===== src/hdl/mrle_pkg.sv =====
// Shared types and codes for the mouse report to legacy event translator.
// Used by the sequencer, the datapath and the output stage; no dependencies.
`default_nettype none

package mrle_pkg;

    localparam int PcW = 5;
    typedef logic [PcW-1:0] pc_t;

    // datapath operations carried in the control word
    localparam logic [2:0] OP_NONE   = 3'd0;
    localparam logic [2:0] OP_IDLE   = 3'd1;
    localparam logic [2:0] OP_FLAGS  = 3'd2;
    localparam logic [2:0] OP_WDEC   = 3'd3;
    localparam logic [2:0] OP_COMMIT = 3'd4;
    localparam logic [2:0] OP_DONE   = 3'd5;

    // emit conditions
    localparam logic [3:0] C_NEVER   = 4'd0;
    localparam logic [3:0] C_B3_RISE = 4'd1;
    localparam logic [3:0] C_B3_FALL = 4'd2;
    localparam logic [3:0] C_B4_RISE = 4'd3;
    localparam logic [3:0] C_B4_FALL = 4'd4;
    localparam logic [3:0] C_B5_RISE = 4'd5;
    localparam logic [3:0] C_B5_FALL = 4'd6;
    localparam logic [3:0] C_ALWAYS  = 4'd7;
    localparam logic [3:0] C_OLD_NEG = 4'd8;
    localparam logic [3:0] C_OLD_POS = 4'd9;
    localparam logic [3:0] C_NEW_POS = 4'd10;
    localparam logic [3:0] C_NEW_NEG = 4'd11;
    localparam logic [3:0] C_MOUSE   = 4'd12;

    // code byte source
    localparam logic [1:0] CS_LIT    = 2'd0;
    localparam logic [1:0] CS_WPRESS = 2'd1;
    localparam logic [1:0] CS_WREL   = 2'd2;
    localparam logic [1:0] CS_HDR    = 2'd3;

    // jump conditions
    localparam logic [1:0] J_NONE   = 2'd0;
    localparam logic [1:0] J_ALWAYS = 2'd1;
    localparam logic [1:0] J_NOGO   = 2'd2;
    localparam logic [1:0] J_WZERO  = 2'd3;

    // report status codes
    localparam logic [1:0] ST_NONE  = 2'd0;
    localparam logic [1:0] ST_VALID = 2'd2;

    // configuration register indexes
    localparam logic [1:0] REG_WHEEL_WIN = 2'd0;
    localparam logic [1:0] REG_IDLE_DIV  = 2'd1;
    localparam logic [1:0] REG_MAX_KEYS  = 2'd2;

    localparam logic [3:0] WHEEL_WIN_RST = 4'd10;
    localparam logic [3:0] IDLE_DIV_RST  = 4'd3;
    localparam logic [3:0] MAX_KEYS_RST  = 4'd6;
    localparam logic [3:0] WHEEL_CAP     = 4'd8;

    // scancodes
    localparam logic [7:0] SC_ENTER_P  = 8'h72;
    localparam logic [7:0] SC_ENTER_R  = 8'hF2;
    localparam logic [7:0] SC_SHIFT_P  = 8'h2A;
    localparam logic [7:0] SC_SHIFT_R  = 8'hAA;
    localparam logic [7:0] SC_UP_P     = 8'h48;
    localparam logic [7:0] SC_UP_R     = 8'hC8;
    localparam logic [7:0] SC_DOWN_P   = 8'h50;
    localparam logic [7:0] SC_DOWN_R   = 8'hD0;
    localparam logic [7:0] SC_LEFT_P   = 8'h4B;
    localparam logic [7:0] SC_LEFT_R   = 8'hCB;
    localparam logic [7:0] SC_RIGHT_P  = 8'h4D;
    localparam logic [7:0] SC_RIGHT_R  = 8'hCD;
    localparam logic [7:0] CH_ENTER    = 8'h0D;
    localparam logic [7:0] CH_NONE     = 8'h00;
    localparam logic [5:0] PKT_HDR_TOP = 6'b111110;

    typedef struct packed {
        logic [2:0] op;
        logic [3:0] cond;
        logic [1:0] csel;
        logic [7:0] code;
        logic [7:0] chr;
        logic [1:0] jmp;
        pc_t        target;
    } uword_t;

    typedef struct packed {
        logic go;
        logic wzero;
    } dp_stat_t;

    typedef struct packed {
        logic       kind;
        logic [7:0] code;
        logic [7:0] chr;
        logic [7:0] dx;
        logic [7:0] dy;
    } res_t;

endpackage

`default_nettype wire


===== src/hdl/mouse_report_to_legacy_events.sv =====
// Top level of the mouse report to legacy event translator.
// Instantiates mrle_seq, mrle_dp and mrle_out; depends on mrle_pkg.
//
//  channel  dir  beat contents
//  s_*      in   tuser: report_status; tdata: buttons, move_x, move_y, wheel, pan
//  m_*      out  tuser: event_kind; tdata: code_byte, key_char, packet_dx, packet_dy;
//                tlast: last
//  cfg_*    in   write enable, register index, 4-bit value
//
// The microcode sequencer runs one program step per cycle unless the output
// stage stalls it; a report whose tick ends early jumps to the final step, else
// it runs the whole program with n wheel key pairs (at most 8). A beat is accepted only while
// the sequencer is idle. Results leave through an output register; a full,
// stalled output register holds the sequencer on its next emitting step or
// on its final step while a result is still held.
// Reset restores the register defaults and the saved mouse state.
`default_nettype none

module mouse_report_to_legacy_events (
    input  wire logic        clk,
    input  wire logic        rst_n,
    input  wire logic        s_tvalid,
    output logic             s_tready,
    input  wire logic [63:0] s_tdata,   // buttons, move_x, move_y, wheel, pan
    input  wire logic [1:0]  s_tuser,   // report_status
    output logic             m_tvalid,
    input  wire logic        m_tready,
    output logic [31:0]      m_tdata,   // code_byte, key_char, packet_dx, packet_dy
    output logic             m_tuser,   // event_kind
    output logic             m_tlast,
    input  wire logic        cfg_we,
    input  wire logic [1:0]  cfg_index,
    input  wire logic [3:0]  cfg_data
);
    import mrle_pkg::*;

    uword_t   ctl;
    dp_stat_t stat;
    res_t     res;
    logic     idle;
    logic     step_en;
    logic     stall;
    logic     emit;
    logic     load;

    assign s_tready = idle;
    assign load     = s_tvalid && idle;

    mrle_seq u_seq (
        .clk     (clk),
        .rst_n   (rst_n),
        .start   (s_tvalid),
        .stall   (stall),
        .stat    (stat),
        .idle    (idle),
        .step_en (step_en),
        .ctl     (ctl)
    );

    mrle_dp u_dp (
        .clk           (clk),
        .rst_n         (rst_n),
        .load          (load),
        .report_status (s_tuser),
        .buttons       (s_tdata[15:0]),
        .move_x        (s_tdata[31:16]),
        .move_y        (s_tdata[47:32]),
        .wheel         (s_tdata[55:48]),
        .pan           (s_tdata[63:56]),
        .cfg_we        (cfg_we),
        .cfg_index     (cfg_index),
        .cfg_data      (cfg_data),
        .ctl           (ctl),
        .step_en       (step_en),
        .stat          (stat),
        .emit          (emit),
        .res           (res)
    );

    mrle_out u_out (
        .clk      (clk),
        .rst_n    (rst_n),
        .adv      (step_en),
        .emit     (emit),
        .flush    (ctl.op == OP_DONE),
        .res      (res),
        .stall    (stall),
        .m_tvalid (m_tvalid),
        .m_tready (m_tready),
        .m_tdata  (m_tdata),
        .m_tuser  (m_tuser),
        .m_tlast  (m_tlast)
    );

endmodule

`default_nettype wire


===== src/hdl/mrle_seq.sv =====
// Microcode sequencer: step counter, control store and jump logic.
// Depends on mrle_pkg.
`default_nettype none

module mrle_seq (
    input  wire logic              clk,
    input  wire logic              rst_n,
    input  wire logic              start,
    input  wire logic              stall,
    input  wire mrle_pkg::dp_stat_t stat,
    output logic                   idle,
    output logic                   step_en,
    output mrle_pkg::uword_t       ctl
);
    import mrle_pkg::*;

    localparam pc_t S_WTEST = pc_t'(12);
    localparam pc_t S_PAN   = pc_t'(15);
    localparam pc_t S_DONE  = pc_t'(20);

    logic busy_reg, busy_next;
    pc_t  pc_reg, pc_next;
    logic taken;

    function automatic uword_t uw(input logic [2:0] op, input logic [3:0] cond,
                                  input logic [1:0] csel, input logic [7:0] code,
                                  input logic [7:0] chr, input logic [1:0] jmp,
                                  input pc_t target);
        uword_t w;
        w.op     = op;
        w.cond   = cond;
        w.csel   = csel;
        w.code   = code;
        w.chr    = chr;
        w.jmp    = jmp;
        w.target = target;
        return w;
    endfunction

    function automatic uword_t ucode(input pc_t pc);
        uword_t w;
        unique case (pc)
            pc_t'(0):  w = uw(OP_IDLE, C_NEVER, CS_LIT, CH_NONE, CH_NONE, J_NOGO, S_DONE);
            pc_t'(1):  w = uw(OP_FLAGS, C_NEVER, CS_LIT, CH_NONE, CH_NONE, J_NONE, S_DONE);
            pc_t'(2):  w = uw(OP_NONE, C_B3_RISE, CS_LIT, SC_ENTER_P, CH_ENTER, J_NONE, S_DONE);
            pc_t'(3):  w = uw(OP_NONE, C_B3_FALL, CS_LIT, SC_ENTER_R, CH_ENTER, J_NONE, S_DONE);
            pc_t'(4):  w = uw(OP_NONE, C_B4_RISE, CS_LIT, SC_SHIFT_P, CH_NONE, J_NONE, S_DONE);
            pc_t'(5):  w = uw(OP_NONE, C_B4_RISE, CS_LIT, SC_DOWN_P, CH_NONE, J_NONE, S_DONE);
            pc_t'(6):  w = uw(OP_NONE, C_B4_FALL, CS_LIT, SC_DOWN_R, CH_NONE, J_NONE, S_DONE);
            pc_t'(7):  w = uw(OP_NONE, C_B4_FALL, CS_LIT, SC_SHIFT_R, CH_NONE, J_NONE, S_DONE);
            pc_t'(8):  w = uw(OP_NONE, C_B5_RISE, CS_LIT, SC_SHIFT_P, CH_NONE, J_NONE, S_DONE);
            pc_t'(9):  w = uw(OP_NONE, C_B5_RISE, CS_LIT, SC_UP_P, CH_NONE, J_NONE, S_DONE);
            pc_t'(10): w = uw(OP_NONE, C_B5_FALL, CS_LIT, SC_UP_R, CH_NONE, J_NONE, S_DONE);
            pc_t'(11): w = uw(OP_NONE, C_B5_FALL, CS_LIT, SC_SHIFT_R, CH_NONE, J_NONE, S_DONE);
            pc_t'(12): w = uw(OP_NONE, C_NEVER, CS_LIT, CH_NONE, CH_NONE, J_WZERO, S_PAN);
            pc_t'(13): w = uw(OP_NONE, C_ALWAYS, CS_WPRESS, CH_NONE, CH_NONE, J_NONE, S_DONE);
            pc_t'(14): w = uw(OP_WDEC, C_ALWAYS, CS_WREL, CH_NONE, CH_NONE, J_ALWAYS, S_WTEST);
            pc_t'(15): w = uw(OP_NONE, C_OLD_NEG, CS_LIT, SC_LEFT_R, CH_NONE, J_NONE, S_DONE);
            pc_t'(16): w = uw(OP_NONE, C_OLD_POS, CS_LIT, SC_RIGHT_R, CH_NONE, J_NONE, S_DONE);
            pc_t'(17): w = uw(OP_NONE, C_NEW_POS, CS_LIT, SC_RIGHT_P, CH_NONE, J_NONE, S_DONE);
            pc_t'(18): w = uw(OP_NONE, C_NEW_NEG, CS_LIT, SC_LEFT_P, CH_NONE, J_NONE, S_DONE);
            pc_t'(19): w = uw(OP_COMMIT, C_MOUSE, CS_HDR, CH_NONE, CH_NONE, J_NONE, S_DONE);
            default:   w = uw(OP_DONE, C_NEVER, CS_LIT, CH_NONE, CH_NONE, J_NONE, S_DONE);
        endcase
        return w;
    endfunction

    assign ctl     = ucode(pc_reg);
    assign idle    = !busy_reg;
    assign step_en = busy_reg && !stall;

    always_comb
    begin
        unique case (ctl.jmp)
            J_ALWAYS: taken = 1'b1;
            J_NOGO:   taken = !stat.go;
            J_WZERO:  taken = stat.wzero;
            default:  taken = 1'b0;
        endcase
    end

    always_comb
    begin
        busy_next = busy_reg;
        pc_next   = pc_reg;
        if (start && !busy_reg)
        begin
            busy_next = 1'b1;
            pc_next   = '0;
        end
        else if (step_en)
        begin
            if (ctl.op == OP_DONE)
                busy_next = 1'b0;
            else if (taken)
                pc_next = ctl.target;
            else
                pc_next = pc_reg + pc_t'(1);
        end
    end

    always_ff @(posedge clk or negedge rst_n)
    begin
        if (!rst_n)
        begin
            busy_reg <= 1'b0;
            pc_reg   <= '0;
        end
        else
        begin
            busy_reg <= busy_next;
            pc_reg   <= pc_next;
        end
    end

endmodule

`default_nettype wire


===== src/hdl/mrle_dp.sv =====
// Datapath: settings, latched report, saved mouse state, change flags,
// wheel repeat counter and result assembly. Depends on mrle_pkg.
`default_nettype none

module mrle_dp (
    input  wire logic               clk,
    input  wire logic               rst_n,
    input  wire logic               load,
    input  wire logic [1:0]         report_status,
    input  wire logic [15:0]        buttons,
    input  wire logic signed [15:0] move_x,
    input  wire logic signed [15:0] move_y,
    input  wire logic signed [7:0]  wheel,
    input  wire logic signed [7:0]  pan,
    input  wire logic               cfg_we,
    input  wire logic [1:0]         cfg_index,
    input  wire logic [3:0]         cfg_data,
    input  wire mrle_pkg::uword_t   ctl,
    input  wire logic               step_en,
    output mrle_pkg::dp_stat_t      stat,
    output logic                    emit,
    output mrle_pkg::res_t          res
);
    import mrle_pkg::*;

    logic [3:0] win_reg, div_reg, maxk_reg;

    logic [1:0]         status_reg;
    logic [15:0]        btn_reg;
    logic signed [15:0] mx_reg, my_reg;
    logic signed [7:0]  wh_reg, pn_reg;

    logic [15:0] prev_btn_reg, prev_btn_next;
    logic [7:0]  prev_pan_reg, prev_pan_next;
    logic [3:0]  age_reg, age_next;
    logic [3:0]  idle_reg, idle_next;
    logic        saver_reg, saver_next;
    logic        mouse_reg, mouse_next;
    logic        wchg;
    logic        pan_reg, pan_next;
    logic [3:0]  wcnt_reg, wcnt_next;

    logic               below_div;
    logic               skip;
    logic signed [5:0]  factor;
    logic signed [13:0] prod;
    logic [12:0]        mag;
    logic [3:0]         cap;
    logic [3:0]         wcount;
    logic               any_chg;

    function automatic logic [7:0] clip8(input logic signed [15:0] v);
        logic [7:0] r;
        if (v > 16'sd127)
            r = 8'h7F;
        else if (v < -16'sd128)
            r = 8'h80;
        else
            r = v[7:0];
        return r;
    endfunction

    assign below_div = idle_reg < div_reg;
    assign skip      = below_div && saver_reg;

    assign stat.go    = (status_reg == ST_VALID) && !skip;
    assign stat.wzero = wcnt_reg == 4'd0;

    // repeat count: |(window - age + 1) * wheel|, capped
    assign factor  = $signed({2'b00, win_reg}) - $signed({2'b00, age_reg}) + 6'sd1;
    assign prod    = 14'(factor) * 14'(wh_reg);
    assign mag     = prod[13] ? 13'(-prod) : 13'(prod);
    assign cap     = (maxk_reg > WHEEL_CAP) ? WHEEL_CAP : maxk_reg;
    assign wcount  = (mag > 13'(cap)) ? cap : mag[3:0];

    assign mouse_next = (btn_reg != prev_btn_reg) || (mx_reg != 16'sd0) || (my_reg != 16'sd0);
    assign wchg       = wh_reg != 8'sd0;
    assign pan_next   = pn_reg != $signed(prev_pan_reg);
    assign any_chg    = mouse_next || wchg || pan_next;

    always_comb
    begin
        prev_btn_next = prev_btn_reg;
        prev_pan_next = prev_pan_reg;
        age_next      = age_reg;
        idle_next     = idle_reg;
        saver_next    = saver_reg;
        wcnt_next     = wcnt_reg;
        if (step_en)
        begin
            unique case (ctl.op)
                OP_IDLE:
                begin
                    if (status_reg != ST_NONE)
                    begin
                        if (below_div)
                        begin
                            idle_next = idle_reg + 4'd1;
                        end
                        else
                        begin
                            idle_next  = 4'd0;
                            saver_next = 1'b1;
                        end
                        if (!skip && (age_reg < win_reg))
                            age_next = age_reg + 4'd1;
                    end
                end
                OP_FLAGS:
                begin
                    if (any_chg)
                    begin
                        saver_next = 1'b0;
                        idle_next  = 4'd0;
                    end
                    if (wchg)
                        age_next = 4'd0;
                    wcnt_next = wchg ? wcount : 4'd0;
                end
                OP_WDEC:
                begin
                    wcnt_next = wcnt_reg - 4'd1;
                end
                OP_COMMIT:
                begin
                    if (mouse_reg)
                        prev_btn_next = btn_reg;
                    if (pan_reg)
                        prev_pan_next = pn_reg;
                end
                default:
                begin
                end
            endcase
        end
    end

    always_ff @(posedge clk or negedge rst_n)
    begin
        if (!rst_n)
        begin
            win_reg      <= WHEEL_WIN_RST;
            div_reg      <= IDLE_DIV_RST;
            maxk_reg     <= MAX_KEYS_RST;
            prev_btn_reg <= '0;
            prev_pan_reg <= '0;
            age_reg      <= '0;
            idle_reg     <= '0;
            saver_reg    <= 1'b1;
            mouse_reg    <= 1'b0;
            pan_reg      <= 1'b0;
            wcnt_reg     <= '0;
        end
        else
        begin
            if (cfg_we)
            begin
                unique case (cfg_index)
                    REG_WHEEL_WIN: win_reg  <= cfg_data;
                    REG_IDLE_DIV:  div_reg  <= cfg_data;
                    REG_MAX_KEYS:  maxk_reg <= cfg_data;
                    default:       ;
                endcase
            end
            prev_btn_reg <= prev_btn_next;
            prev_pan_reg <= prev_pan_next;
            age_reg      <= age_next;
            idle_reg     <= idle_next;
            saver_reg    <= saver_next;
            wcnt_reg     <= wcnt_next;
            if (step_en && (ctl.op == OP_FLAGS))
            begin
                mouse_reg <= mouse_next;
                pan_reg   <= pan_next;
            end
        end
    end

    // hold the report for the whole program
    always_ff @(posedge clk)
    begin
        if (load)
        begin
            status_reg <= report_status;
            btn_reg    <= buttons;
            mx_reg     <= move_x;
            my_reg     <= move_y;
            wh_reg     <= wheel;
            pn_reg     <= pan;
        end
    end

    always_comb
    begin
        unique case (ctl.cond)
            C_B3_RISE: emit = mouse_reg && btn_reg[2] && !prev_btn_reg[2];
            C_B3_FALL: emit = mouse_reg && !btn_reg[2] && prev_btn_reg[2];
            C_B4_RISE: emit = mouse_reg && btn_reg[3] && !prev_btn_reg[3];
            C_B4_FALL: emit = mouse_reg && !btn_reg[3] && prev_btn_reg[3];
            C_B5_RISE: emit = mouse_reg && btn_reg[4] && !prev_btn_reg[4];
            C_B5_FALL: emit = mouse_reg && !btn_reg[4] && prev_btn_reg[4];
            C_ALWAYS:  emit = 1'b1;
            C_OLD_NEG: emit = pan_reg && prev_pan_reg[7];
            C_OLD_POS: emit = pan_reg && !prev_pan_reg[7] && (prev_pan_reg != 8'd0);
            C_NEW_POS: emit = pan_reg && !pn_reg[7] && (pn_reg != 8'sd0);
            C_NEW_NEG: emit = pan_reg && pn_reg[7];
            C_MOUSE:   emit = mouse_reg;
            default:   emit = 1'b0;
        endcase
    end

    always_comb
    begin
        res.kind = ctl.csel == CS_HDR;
        res.chr  = ctl.chr;
        res.dx   = 8'd0;
        res.dy   = 8'd0;
        unique case (ctl.csel)
            CS_WPRESS: res.code = wh_reg[7] ? SC_DOWN_P : SC_UP_P;
            CS_WREL:   res.code = wh_reg[7] ? SC_DOWN_R : SC_UP_R;
            CS_HDR:
            begin
                res.code = {PKT_HDR_TOP, btn_reg[0], btn_reg[1]};
                res.dx   = clip8(mx_reg);
                res.dy   = clip8(my_reg);
            end
            default:   res.code = ctl.code;
        endcase
    end

endmodule

`default_nettype wire


===== src/hdl/mrle_out.sv =====
// Output stage: one held result plus the output register, so the final
// beat of a tick can be marked last. Depends on mrle_pkg.
`default_nettype none

module mrle_out (
    input  wire logic           clk,
    input  wire logic           rst_n,
    input  wire logic           adv,
    input  wire logic           emit,
    input  wire logic           flush,
    input  wire mrle_pkg::res_t res,
    output logic                stall,
    output logic                m_tvalid,
    input  wire logic           m_tready,
    output logic [31:0]         m_tdata,
    output logic                m_tuser,
    output logic                m_tlast
);
    import mrle_pkg::*;

    logic hold_v_reg, hold_v_next;
    logic out_v_reg, out_v_next;
    res_t hold_reg;
    res_t out_reg;
    logic last_reg;
    logic push;

    // a new result or the end of the program pushes the held one out
    assign stall = hold_v_reg && (emit || flush) && out_v_reg && !m_tready;
    assign push  = adv && hold_v_reg && (emit || flush);

    always_comb
    begin
        out_v_next = out_v_reg;
        if (push)
            out_v_next = 1'b1;
        else if (out_v_reg && m_tready)
            out_v_next = 1'b0;

        hold_v_next = hold_v_reg;
        if (adv && emit)
            hold_v_next = 1'b1;
        else if (adv && flush)
            hold_v_next = 1'b0;
    end

    always_ff @(posedge clk or negedge rst_n)
    begin
        if (!rst_n)
        begin
            hold_v_reg <= 1'b0;
            out_v_reg  <= 1'b0;
        end
        else
        begin
            hold_v_reg <= hold_v_next;
            out_v_reg  <= out_v_next;
        end
    end

    always_ff @(posedge clk)
    begin
        if (adv && emit)
            hold_reg <= res;
        if (push)
        begin
            out_reg  <= hold_reg;
            last_reg <= flush;
        end
    end

    assign m_tvalid = out_v_reg;
    assign m_tdata  = {out_reg.dy, out_reg.dx, out_reg.chr, out_reg.code};
    assign m_tuser  = out_reg.kind;
    assign m_tlast  = last_reg;

endmodule

`default_nettype wire


===== config.mk =====
export PLATFORM = sky130hd
export DESIGN_NAME = mouse_report_to_legacy_events
export DESIGN_NICKNAME = d
export VERILOG_FILES = /design/src/hdl/mrle_pkg.sv /design/src/hdl/mouse_report_to_legacy_events.sv /design/src/hdl/mrle_seq.sv /design/src/hdl/mrle_dp.sv /design/src/hdl/mrle_out.sv
export SDC_FILE = /design/constraint.sdc
export NUM_CORES = 1
export LEC_CHECK = 0
export CAP_MARGIN = 20
export CORE_UTILIZATION = 40
export DETAILED_ROUTE_END_ITERATION = 8
export DONT_BUFFER_PORTS = 1
export SETUP_SLACK_MARGIN = 0.15
export SLEW_MARGIN = 20
export SYNTH_ARGS = -nofsm -noshare
export SYNTH_HDL_FRONTEND = slang
export SYNTH_SLANG_ARGS = --single-unit

===== constraint.sdc =====
create_clock -name clk -period 8.8 [get_ports clk]
set_input_delay 0.44 -clock clk [delete_from_list [all_inputs] [get_ports clk]]
set_output_delay 0.44 -clock clk [all_outputs]
set_load 0.01 [all_outputs]

==> run summary, run 1 <==
Layout area overhead: 9.91%
Hold Path End: u_dp.btn_reg[9]$_DFFE_PP_
Data required, critical path: 9080 ps
Rel. slew slack: 0.285
Area contributors post-synth: edfxtp_1 (35%), dfrtp_1 (13%), fa_1 (6.8%)
Layout cells sized above 1: 0.121
WL per Instance: 16.3 microns
Nature of the critical path endpoint: flip-flop
RSZ-0062 raised after global routing: false
TritonCTS buffer count: 17
Initial Util: 0.408
PortBufs: 0
CTS tree: done
Gr ovfl total: 0
R2r worst-path depth: 29
Mapped Cells: 880
Async set or reset register ratio after synthesis: 0.331
Largest net degree at the start of global routing: 60
Max stage delay on crit path: 550 ps
Die area: 26200 sq um
FF-to-FF End: u_dp.wcnt_reg[0]$_DFFE_PN0P_
Slowest cell on crit path: fa_1
Core Box Area: 25100 sq um
Synth top area share: 0.349
Crit path top cell by count: fa_1
Vias in the first global route: 6397
Max Slew Vio Count: 0
Hold Crit Class: in -> reg
Post-CTS Setup Inserts: 0
Die W: 162 microns
Initial antenna violation count: 0
Routed Antenna Nets: 0
DR vias/cell: 5.13
Yosys reg bits: 178
Final nets: 1050
DR pass1 iterations: 5
Post-DP HPWL: 15.0 mm
Max Buffers Root-to-Sink: 2
Final TNS setup: 0 ps
RePlAce Congestion: 0.828
Hold path start: s_tdata[9]
Clock Tree Root: clkbuf_16
Number of I/O pins: 113
Syn. warnings: 0
Hold Crit Depth: 0
Final hold slack: 100 ps
Achievable Freq: 0.126 GHz
CP top delay family: adder cells
Reg2Reg Setup Slack: 890 ps
Worst Tran Pin Value: 1060 ps
CP Class: reg -> reg
Primary FF master, synth: edfxtp_1
CP arrival: 8190 ps
Synth Area per Inst: 11.6 sq um
Met1 global-route usage: 0.210
Met2 usage: 0.270
Final worst-path cycle share: 0.898
Clock slew at reported path FFs: 80 ps
Tot GR Track Use: 0.159
Fin. Hold Viols: 0
Number of flip-flops in the largest register: 26
Worst-Skew Late Latency: 430 ps
WP buf/inv: 3
Htree depth: 4
Worst-path fanout max: 9
Max-Cap Viols: 0
Crit start category: flip-flop
Final setup viols: 0
Die Height: 162 microns
Mapped cell area: 10200 sq um
Final setup skew: 15.3 ps
Final min period: 7910 ps
Status: finished, final reports clean
DR vias: 6315
Global-route wire length before repair: 32.7 mm
CTS Sinks: 178
Antenna diodes: 0
Sequential area share after synthesis: 0.494
Row cnt: 58
Post-synth top area cell: edfxtp_1
Worst r2r src: u_dp.age_reg[0]$_DFFE_PN0P_
Routed wire length: 20.0 mm
GR Util met3: 0.0255
Synth unique cells: 84
Post-synth EDFFs: 119
GRT busiest layer: met2
Detailed Route Iter0 Violations: 322
Post-route DRC: 0
what timing repair did:
item / 4_1_cts / 5_1_grt
setup endpoints to repair: 0 / 1
hold buffers: 2 / 0
resized for setup: 0 / 1
endpoints found under the hold margin: 59 / 0
worst register-to-register path, delay by kind of cell, from the launching register on:
| family | cells | cell delay (ps) |
|---|---|---|
| and+or+nand+nor | 6 | 1030 |
| buffers and inverters | 3 | 180 |
| adders and majority gates | 8 | 3320 |
| muxes | 1 | 270 |
| xor gates and xnor gates | 1 | 290 |
| DFF | 1 | 440 |
| AOI/OAI and AO/OA | 10 | 2240 |
metrics by stage:
stage                     area, sq um  utilization  worst slack, ps  instances
after floorplan                 10300            -             1310        884
after global placement          10600        0.421             1020       1196
after detailed placement        10600        0.421              805       1196
after CTS                       11200        0.448              791       1230
after global routing            11300        0.448              270       1230
final                           11300        0.448              894       1230
worst max-delay path by stage:
stage	from	endpoint	slack, ps	cells past startpoint
detailed placement	u_dp.age_reg[1]$_DFFE_PN0P_	u_dp.wcnt_reg[0]$_DFFE_PN0P_	800	32
floorplan	u_dp.age_reg[0]$_DFFE_PN0P_	u_dp.wcnt_reg[2]$_DFFE_PN0P_	1310	31
global placement	u_dp.age_reg[0]$_DFFE_PN0P_	u_dp.wcnt_reg[2]$_DFFE_PN0P_	1020	29
global route	u_dp.age_reg[1]$_DFFE_PN0P_	u_dp.wcnt_reg[0]$_DFFE_PN0P_	270	31
CTS	u_dp.age_reg[1]$_DFFE_PN0P_	u_dp.wcnt_reg[0]$_DFFE_PN0P_	790	32
finish	u_dp.age_reg[0]$_DFFE_PN0P_	u_dp.wcnt_reg[0]$_DFFE_PN0P_	890	29
Yosys cell counts (5+ instances only):
cell,n
ha_1,51
nand2b_1,11
nor4_1,15
or4_1,5
nor2b_1,13
mux2_2,37
o21ai_0,44
fa_1,35
xor2_1,24
nor2_1,68
dfstp_2,7
a21o_1,6
xnor2_1,18
nand4_1,10
a21oi_1,29
dfrtp_1,52
nand3b_1,6
mux2i_1,9
nor3_1,19
a31oi_1,8
inv_1,82
and2_1,35
edfxtp_1,119
nand2_1,51
nand3_1,13
a211oi_1,7
buf_4,10
cell families after synthesis:
group	after synthesis	share of synthesized area
DFF	178	0.494
buffers and inverters	104	0.0444
xor gates and xnor gates	42	0.0359
other	1	0.000366
adders and majority gates	86	0.131
muxes	46	0.0495
and+or+nand+nor	280	0.148
AOI/OAI and AO/OA	143	0.0974
cell type report:
type                            instances  area [sq um]
Tap cell                              330           413
Clock inverter                         15           215
Fill cell                            2321         13900
Clock buffer                           17           425
Timing Repair Buffer                    5          60.1
Multi-Input combinational cell        602          4770
Inverter                               83           312
Sequential cell                       178          5060
placed cells by master, fill, tap and decap left out, types with 28 or more instances in the layout:
| cell | count |
|---|---|
| nor2_1 | 67 |
| and2_1 | 35 |
| ha_1 | 51 |
| o21ai_0 | 44 |
| mux2_2 | 37 |
| dfrtp_1 | 52 |
| edfxtp_1 | 119 |
| a21oi_1 | 28 |
| nand2_1 | 51 |
| inv_1 | 82 |
| fa_1 | 35 |
metal layers:
layer	wire length, microns	share of wire
met4	74	0.0037
met5	0	0
met2	10100	0.50
met3	569	0.028
met1	9320	0.47
Power of run 1 is left out: the tool's default activity adds up to more than one toggle a clock period on the data nets, which glitch-free logic cannot reach.
==> run 2, diff against run 1 <==
- clock period: 8.8 -> 9.4 ns (I/O delays scaled with it)
==> run summary, run 2 (same netlist as run 1, synthesis figures left out) <==
Nature of the critical path endpoint: flip-flop
WP buf/inv: 4 (+1)
Crit. Startpoint: u_dp.age_reg[1]$_DFFE_PN0P_
Slowest cell on crit path: fa_1
Pre-CTS setup slack: 1430 ps (+621 ps)
FF/Latch Area: 5060 sq um (unchanged)
Routed Antenna Nets: 0 (unchanged)
Vias in the first global route: 6414 (+0.27%)
Achievable Freq: 0.126 GHz (-0.77%)
Initial Util: 0.408 (unchanged)
Global-route wire length before repair: 33.1 mm (+1.2%)
Placed cell areas: 10600 sq um (unchanged)
TritonCTS buffer count: 17 (unchanged)
Number of flip-flops in the largest register: 26 (unchanged)
Row cnt: 58 (unchanged)
Clock slew at reported path FFs: 80 ps (about the same)
Max stage delay on crit path: 550 ps (about the same)
# hold bufs at CTS: 2 (unchanged)
Layout cells sized above 1: 0.120 (-0.00111)
Routed wire length: 20.2 mm (+0.77%)
Initial antenna violation count: 0 (unchanged)
Htree depth: 4 (unchanged)
Final worst-path cycle share: 0.848 (-0.0508)
PnR worst setup slack: 1430 ps (+539 ps)
Post-route DRC: 0 (unchanged)
Post-CTS resize count: 0 (unchanged)
Die Height: 162 microns (unchanged)
Worst-path fanout max: 8 (-1)
Detailed Route Iter0 Violations: 326 (+1.2%)
DR vias/cell: 5.18 (+0.81%)
Antenna diodes: 0 (unchanged)
Post-CTS Setup Inserts: 0 (unchanged)
Worst Tran Pin Value: 1080 ps (+12.6 ps)
CP arrival: 8270 ps (+80 ps)
CP Class: reg -> reg
CP top delay family: adder cells
Post-DP HPWL: 15.0 mm (+0.24%)
CTS tree: done
Worst-Skew Late Latency: 440 ps (about the same)
Max Buffers Root-to-Sink: 2 (unchanged)
Final instance area: 11200 sq um (-0.14%)
Final setup skew: 24.6 ps (+9.31 ps)
Die area: 26200 sq um (unchanged)
Final TNS setup: 0 ps (unchanged)
DR pass1 iterations: 4 (-1)
Commonest non-fill, non-tap cell in the layout: edfxtp_1
Max Slew Vio Count: 0 (unchanged)
CTS Sinks: 178 (unchanged)
Data required, critical path: 9700 ps (+620 ps)
RePlAce Congestion: 0.828 (about the same)
RSZ-0062 raised after global routing: false
Largest net degree at the start of global routing: 60 (unchanged)
Final hold slack: 117 ps (+17.3 ps)
Max-Cap Viols: 0 (unchanged)
PortBufs: 0 (unchanged)
Tot GR Track Use: 0.161 (+0.00229)
Crit start category: flip-flop
Fillers: 2341 (+0.86%)
DR vias: 6366 (+0.81%)
Layout area overhead: 9.75%
Most frequent cells in the layout: edfxtp_1 (119), inv_1 (82), nor2_1 (67)
Gr ovfl total: 0 (unchanged)
Fin. Hold Viols: 0 (unchanged)
Number of I/O pins: 113 (unchanged)
Die W: 162 microns (unchanged)
Multi-input logic area: 4760 sq um (-0.16%)
Rel. slew slack: 0.276 (-0.00845)
Final min period: 7970 ps (+61.4 ps)
Final nets: 1050 (unchanged)
WL per Instance: 16.4 microns (+0.77%)
Hold path start: s_tdata[13]
Core Box Area: 25100 sq um (unchanged)
Worst r2r src: u_dp.age_reg[1]$_DFFE_PN0P_
Status: finished, final reports clean
Final setup viols: 0 (unchanged)
Hold Crit Class: in -> reg
Clock Tree Root: clkbuf_16
## run 2: changes by cell type in the layout (fill, tap and decap cells not counted)
cell	before	now
clkinv_8	6	3
inv_12	3	6
inv_16	1	0
inv_8	2	3
xor2_1	23	24
xor2_2	1	0
## run 2: layer usage
layer	vias to the layer above	track usage	share of wire	wire length [microns]
met2	110	0.272	0.49	9920
li1	3144	-	-	-
met3	12	0.0276	0.028	571
met4	0	0.0399	0.0087	175
met5	-	0	0	0
met1	3100	0.214	0.47	9520
## run 2: cell type report
class,instances,area share
clock inverters,15,0.0184
inverters,83,0.0277
flip-flops and latches,178,0.450
multi-input cells,602,0.424
clock buffers,17,0.0379
repair buffers,5,0.00534
well taps,330,0.0367
## run 2: worst paths after layout
kind | depth (start not counted) | endpoint | slack [ps]
hold / removal | 0 | u_dp.btn_reg[13]$_DFFE_PP_ | 120
hold reg to reg | 0 | u_out.m_tdata[3]$_DFFE_PP_ | 400
setup / recovery | 32 | u_dp.wcnt_reg[1]$_DFFE_PN0P_ | 1430
max in group asynchronous | 2 | u_dp.saver_reg$_DFFE_PN1P_ | 8550
min in group asynchronous | 2 | u_dp.div_reg[2]$_DFFE_PN0P_ | 550
setup reg to reg | 32 | u_dp.wcnt_reg[1]$_DFFE_PN0P_ | 1430
## run 2: through the flow
step,utilization,instances
6_report,0.448,1230
5_1_grt,0.448,1230
4_1_cts,0.448,1230
3_5_place_dp,0.421,1196
3_3_place_gp,0.421,1196
2_1_floorplan,-,884
Power of run 2 is left out for the same reason.
